--- config.mk ---
export PLATFORM = sky130hd
export DESIGN_NAME = hdfe_ctrl
export DESIGN_NICKNAME = d
export VERILOG_FILES = /design/src/hdl/hdfe_pkg.sv /design/src/hdl/hdfe_ctrl.sv
export VERILOG_INCLUDE_DIRS = /design/src /design/src/hdl
export SDC_FILE = /design/constraint.sdc
export NUM_CORES = 1
export LEC_CHECK = 0
export BUFFER_PORTS_ARGS = -buffer_cell sky130_fd_sc_hd__clkbuf_2
export CORE_AREA = 8 8 45 47
export DETAILED_ROUTE_END_ITERATION = 6
export DIE_AREA = 0 0 53 55
export SLEW_MARGIN = 20
export SYNTH_ARGS = -nofsm -noshare
export SYNTH_HDL_FRONTEND = slang
export SYNTH_SLANG_ARGS = --single-unit
--- constraint.sdc ---
create_clock -name clk -period 1.3 [get_ports clk]
set_input_delay 0.39 -clock clk [delete_from_list [all_inputs] [get_ports clk]]
set_output_delay 0.39 -clock clk [all_outputs]
set_load 0.05 [all_outputs]
--- src/hdl/assert_macros.svh ---
// assertion helpers used by the rtl controller
`ifndef ASSERT_MACROS_SVH
`define ASSERT_MACROS_SVH

// clocked property, disabled while reset is high
`define HDFE_ASSERT(lbl, clk, rst, prop, msg) \
  lbl: assert property (@(posedge clk) disable iff (rst) prop) else $error(msg);

// clocked property, checked through reset as well
`define HDFE_ASSERT_ALWAYS(lbl, clk, prop, msg) \
  lbl: assert property (@(posedge clk) prop) else $error(msg);

`endif

--- src/hdl/hdfe_pkg.sv ---
package hdfe_pkg;

  // parameter defaults
  localparam int MAX_FIELDS_DEF  = 32;
  localparam int MAX_USAGES_DEF  = 32;
  localparam int STACK_DEPTH_DEF = 4;

  // number of report ids
  localparam int REPORT_IDS = 256;

  // long item prefix
  localparam logic [7:0] LONG_PREFIX = 8'hFE;

  // item types
  localparam logic [1:0] ITYPE_MAIN   = 2'd0;
  localparam logic [1:0] ITYPE_GLOBAL = 2'd1;
  localparam logic [1:0] ITYPE_LOCAL  = 2'd2;

  // main item tags
  localparam logic [3:0] TAG_INPUT    = 4'd8;
  localparam logic [3:0] TAG_COLL     = 4'd10;
  localparam logic [3:0] TAG_END_COLL = 4'd12;

  // global item tags
  localparam logic [3:0] G_PAGE   = 4'd0;
  localparam logic [3:0] G_LMIN   = 4'd1;
  localparam logic [3:0] G_LMAX   = 4'd2;
  localparam logic [3:0] G_RSIZE  = 4'd7;
  localparam logic [3:0] G_RID    = 4'd8;
  localparam logic [3:0] G_RCOUNT = 4'd9;
  localparam logic [3:0] G_PUSH   = 4'd10;
  localparam logic [3:0] G_POP    = 4'd11;

  // local item tags
  localparam logic [3:0] L_USAGE = 4'd0;
  localparam logic [3:0] L_UMIN  = 4'd1;
  localparam logic [3:0] L_UMAX  = 4'd2;

  // generic desktop page and gamepad-like usages
  localparam logic [15:0] PAGE_GDESK  = 16'h0001;
  localparam logic [15:0] USAGE_JOY   = 16'h0004;
  localparam logic [15:0] USAGE_PAD   = 16'h0005;
  localparam logic [15:0] USAGE_MULTI = 16'h0008;

  // widest field in bits
  localparam logic [7:0] MAX_BIT_SIZE = 8'd32;

  // record kinds and verdict codes
  localparam logic REC_FIELD   = 1'b0;
  localparam logic REC_VERDICT = 1'b1;
  localparam logic [1:0] VER_OK        = 2'd0;
  localparam logic [1:0] VER_NO_PAD    = 2'd1;
  localparam logic [1:0] VER_NO_FIELDS = 2'd2;
  localparam logic [1:0] VER_TRUNC     = 2'd3;

  // register map
  localparam int PADDR_W = 3;
  localparam logic [PADDR_W-1:0] REG_FORCE_ADDR = 3'd0;

  // byte assembly phase
  typedef enum logic [1:0] {
    PH_IDLE,
    PH_SHORT,
    PH_LHDR,
    PH_LDATA
  } phase_t;

  // controller states
  typedef enum logic [2:0] {
    S_IDLE,
    S_EXEC,
    S_IN_START,
    S_USE_RD,
    S_EMIT,
    S_OFF_WR,
    S_COLL,
    S_VERDICT
  } ctrl_state_t;

  // controller to datapath
  typedef struct packed {
    logic accept;
    logic exec;
    logic in_start;
    logic use_rd;
    logic emit_step;
    logic emit_load;
    logic off_wr;
    logic coll;
    logic verdict;
  } ctrl_cmd_t;

  // datapath to controller
  typedef struct packed {
    logic item_done;
    logic last_in;
    logic last_flag;
    logic is_input;
    logic is_coll;
    logic do_loop;
    logic rec_ok;
    logic i_last;
    logic out_free;
  } ctrl_sts_t;

  // data bytes of a short item from its size code
  function automatic logic [2:0] data_size(input logic [1:0] sc);
    return (sc == 2'd3) ? 3'd4 : {1'b0, sc};
  endfunction

endpackage

--- src/hdl/hdfe_ctrl.sv ---
`include "assert_macros.svh"

module hdfe_ctrl (
  input  logic               clk,
  input  logic               rst,
  input  logic               in_valid,
  output logic               in_ready,
  input  hdfe_pkg::ctrl_sts_t sts,
  output hdfe_pkg::ctrl_cmd_t cmd
);
  import hdfe_pkg::*;

  ctrl_state_t state, state_next, fin_state;

  assign fin_state = sts.last_flag ? S_VERDICT : S_IDLE;

  // state register
  always_ff @(posedge clk) begin
    if (rst) begin
      state <= S_IDLE;
    end else begin
      state <= state_next;
    end
  end

  // next state
  always_comb begin
    state_next = state;
    case (state)
      S_IDLE: begin
        if (in_valid) begin
          if (sts.item_done) begin
            state_next = S_EXEC;
          end else if (sts.last_in) begin
            state_next = S_VERDICT;
          end
        end
      end
      S_EXEC: begin
        if (sts.is_input) begin
          state_next = S_IN_START;
        end else if (sts.is_coll) begin
          state_next = S_COLL;
        end else begin
          state_next = fin_state;
        end
      end
      S_IN_START: state_next = sts.do_loop ? S_USE_RD : S_OFF_WR;
      S_USE_RD:   state_next = S_EMIT;
      S_EMIT: begin
        if (!sts.rec_ok || sts.out_free) begin
          state_next = sts.i_last ? S_OFF_WR : S_USE_RD;
        end
      end
      S_OFF_WR:  state_next = fin_state;
      S_COLL:    state_next = fin_state;
      S_VERDICT: begin
        if (sts.out_free) begin
          state_next = S_IDLE;
        end
      end
      default: state_next = S_IDLE;
    endcase
  end

  // outputs
  always_comb begin
    cmd      = '0;
    in_ready = 1'b0;
    case (state)
      S_IDLE: begin
        in_ready   = 1'b1;
        cmd.accept = in_valid;
      end
      S_EXEC:     cmd.exec = 1'b1;
      S_IN_START: cmd.in_start = 1'b1;
      S_USE_RD:   cmd.use_rd = 1'b1;
      S_EMIT: begin
        if (!sts.rec_ok || sts.out_free) begin
          cmd.emit_step = 1'b1;
          cmd.emit_load = sts.rec_ok;
        end
      end
      S_OFF_WR: cmd.off_wr = 1'b1;
      S_COLL:   cmd.coll = 1'b1;
      S_VERDICT: cmd.verdict = sts.out_free;
      default: cmd = '0;
    endcase
  end

  // checks
  `HDFE_ASSERT(a_load_free, clk, rst, (cmd.emit_load || cmd.verdict) |-> sts.out_free, "record loaded over a waiting record")
  `HDFE_ASSERT(a_verdict_idle, clk, rst, cmd.verdict |=> in_ready, "no return to idle after verdict")
  `HDFE_ASSERT(a_exec_after_accept, clk, rst, (state == S_EXEC) |-> $past(cmd.accept), "item executed without a byte")

endmodule

==> reports/qor.txt <==
setup ws final: -371 ps
Register Area: 71.3 um2
first-pass GRT wire length: 2510 um
Crit path arrival time: 1280 ps
Reg clk slew, reported paths: 40 ps
post-synth top area cell: dfxtp_1
LEAKAGE: 0.000454 uW
layout cells sized above 1: 74.5%
DR pass1 iterations: 4
met2 Usage GRT: 17.4%
#FFs+latches synth: 3
total grt overflow: 0
crit path max fanout: 4
CTS Root Cell: clkbuf_4
violated checks: setup timing
routability cong.: 0.832
largest net degree at the start of global routing: 9
PwrDens: 2450 nW/um2
Setup Skew: 0.427 ps
Max clock buf depth: 2
vias per cell: 5.35
met1 GRT Util: 13.0%
Post-Syn Area per Cell: 7.71 um2
Clock Sinks: 3
final hold violation count: 0
Worst Hold Class: input pin to flop
post-DP HPWL: 1130 um
# H-tree levels: 1
core area: 1380 um2
max_cap viols: 0
1st-iter DRT viols: 8
Crit. End Element: primary output
Cells after Synth: 50
Top Registers: state: 3 flops
Tot GR Track Use: 11.9%
Least-Margin Pin Slew: 348 ps
slowest cell delay on critical path: 420 ps
Worst-Skew Late Latency: 230 ps
Final #Nets: 111
final antenna-violating net count: 0
top cells by count, synth: nor2_1, dfxtp_1, inv_1, nand2b_1, o21ai_0
P&R area growth vs syn: 165%
vias in the first global route: 582
WS Path Type: flop to primary output
GRT busiest layer: met2
Startpoint Class: flop
Yosys top cell area share: 15.6%
CP Cell Sequence: or3b_4 -> nor2_4 -> buf_12
Hold Buf Count CTS: 0
die width: 53 um
Filler Cells Inserted: 97
Top delay family on crit path: simple AND/OR/NAND/NOR gates
max FFs per register: 3
diode count: 0
antenna violations before repair: 0
max-slew violation count: 0
Seq/Total Area, Yosys: 15.6%
Final min period: 1670 ps
count leader, synth: nor2_1
Req. time, crit path: 910 ps
Inserted Clock Buffers: 3
VDD IR max: 1.23 mV
result of the run: finished, violations left
CTS tree: yes
met3 Use GR: 2.94%
final period utilization: 129%
Initial Util: 27.8%
critical path buffer and inverter count: 1
Routed WL: 1790 um
Setup violations, final: 12
Syn Nets: 62
DRC Markers: 0
num ports: 22
mapped cell area: 385 um2
number of synthesized flops with an enable pin: 0
port bufs: 21
largest register by flop count: state
synth warn: 0
Slowest-stage cell, CP: or3b_4
Synth cell types: 32
die height: 55 um
Rows: 14
largest cells by area after synthesis: dfxtp_1, nand2b_1, nor2_1
DR vias: 610
Peak Freq: 598 MHz
full die area: 2920 um2
RSZ-0062 raised after global routing: yes
Fin Setup TNS: -3090 ps
top_reg_cell synth: dfxtp_1
Post-synth ARST share: 0%
fin cells: 114
area taken by multi-input logic gates: 383 um2
Placed Cells: 103
DR WL/cell: 15.7 um
Worst slew margin: 76.6%
## logic make-up (layout without fill, tap and decap cells)
logic type | Yosys count | count (layout) | synth area share [%]
compound gates | 16 | 16 | 33.4
mux | 1 | 1 | 2.60
simple gates | 23 | 23 | 38.0
flops | 3 | 3 | 15.6
buf+inv | 7 | 55 | 10.4
## report_power, final
group,internal (uW),switching [uW]
clock,115,52.0
combinational,1140,957
sequential,157,81.7
## stage by stage
| step | util (%) | setup WS (ps) | hold WS (ps) | total power, uW | cell area (um2) |
|---|---|---|---|---|---|
| finish | 73.7 | -371 | 397 | 2500 | 1020 |
| global route | 73.7 | -404 | 396 | 2620 | 1020 |
| CTS | 69.6 | -352 | 333 | 2340 | 963 |
| detailed placement | 60.8 | -215 | 602 | 1910 | 842 |
| global placement | 60.8 | -207 | 596 | 1890 | 842 |
| floorplan | - | -416 | 456 | 1120 | 445 |
## final timing paths
check                           slack, ps        to  depth (start not counted)     start
worst min-delay path                  400  state[2]                          2       rst
worst max register to register       -200  state[2]                          5  state[1]
worst max-delay path                 -370    cmd[3]                          3  state[1]
worst min register to register        760  state[0]                          3  state[1]
## repair_timing
action,4_1_cts,5_1_grt
setup buffers,4,5
gates resized for setup,16,9
pin swaps,9,10
setup endpoints to repair,13,13
## cells in the final DEF, fill, tap and decap left out, drive strengths merged, types with 3 or more instances in the layout
master / netlist / layout
buf: 4 / 37
clkbuf: 0 / 15
dfxtp: 3 / 3
inv: 3 / 3
nand2b: 3 / 3
nor2: 6 / 6
nor3b: 3 / 3
o21ai: 3 / 3
## area by class of cell
type	instances	share of cell area (%)
timing repair buffer	48	49.8
tap	16	1.96
multi-input combinational	40	37.5
inverter	3	1.10
clock buffer	4	2.58
sequential	3	6.99
## per-layer routing
metal	share of wire, %	up-vias
met3	7.1	8
met5	0	-
met2	50	33
met1	39	287
met4	3.5	0
li1	-	282
Note: power is estimated with default switching activity, not from simulation.
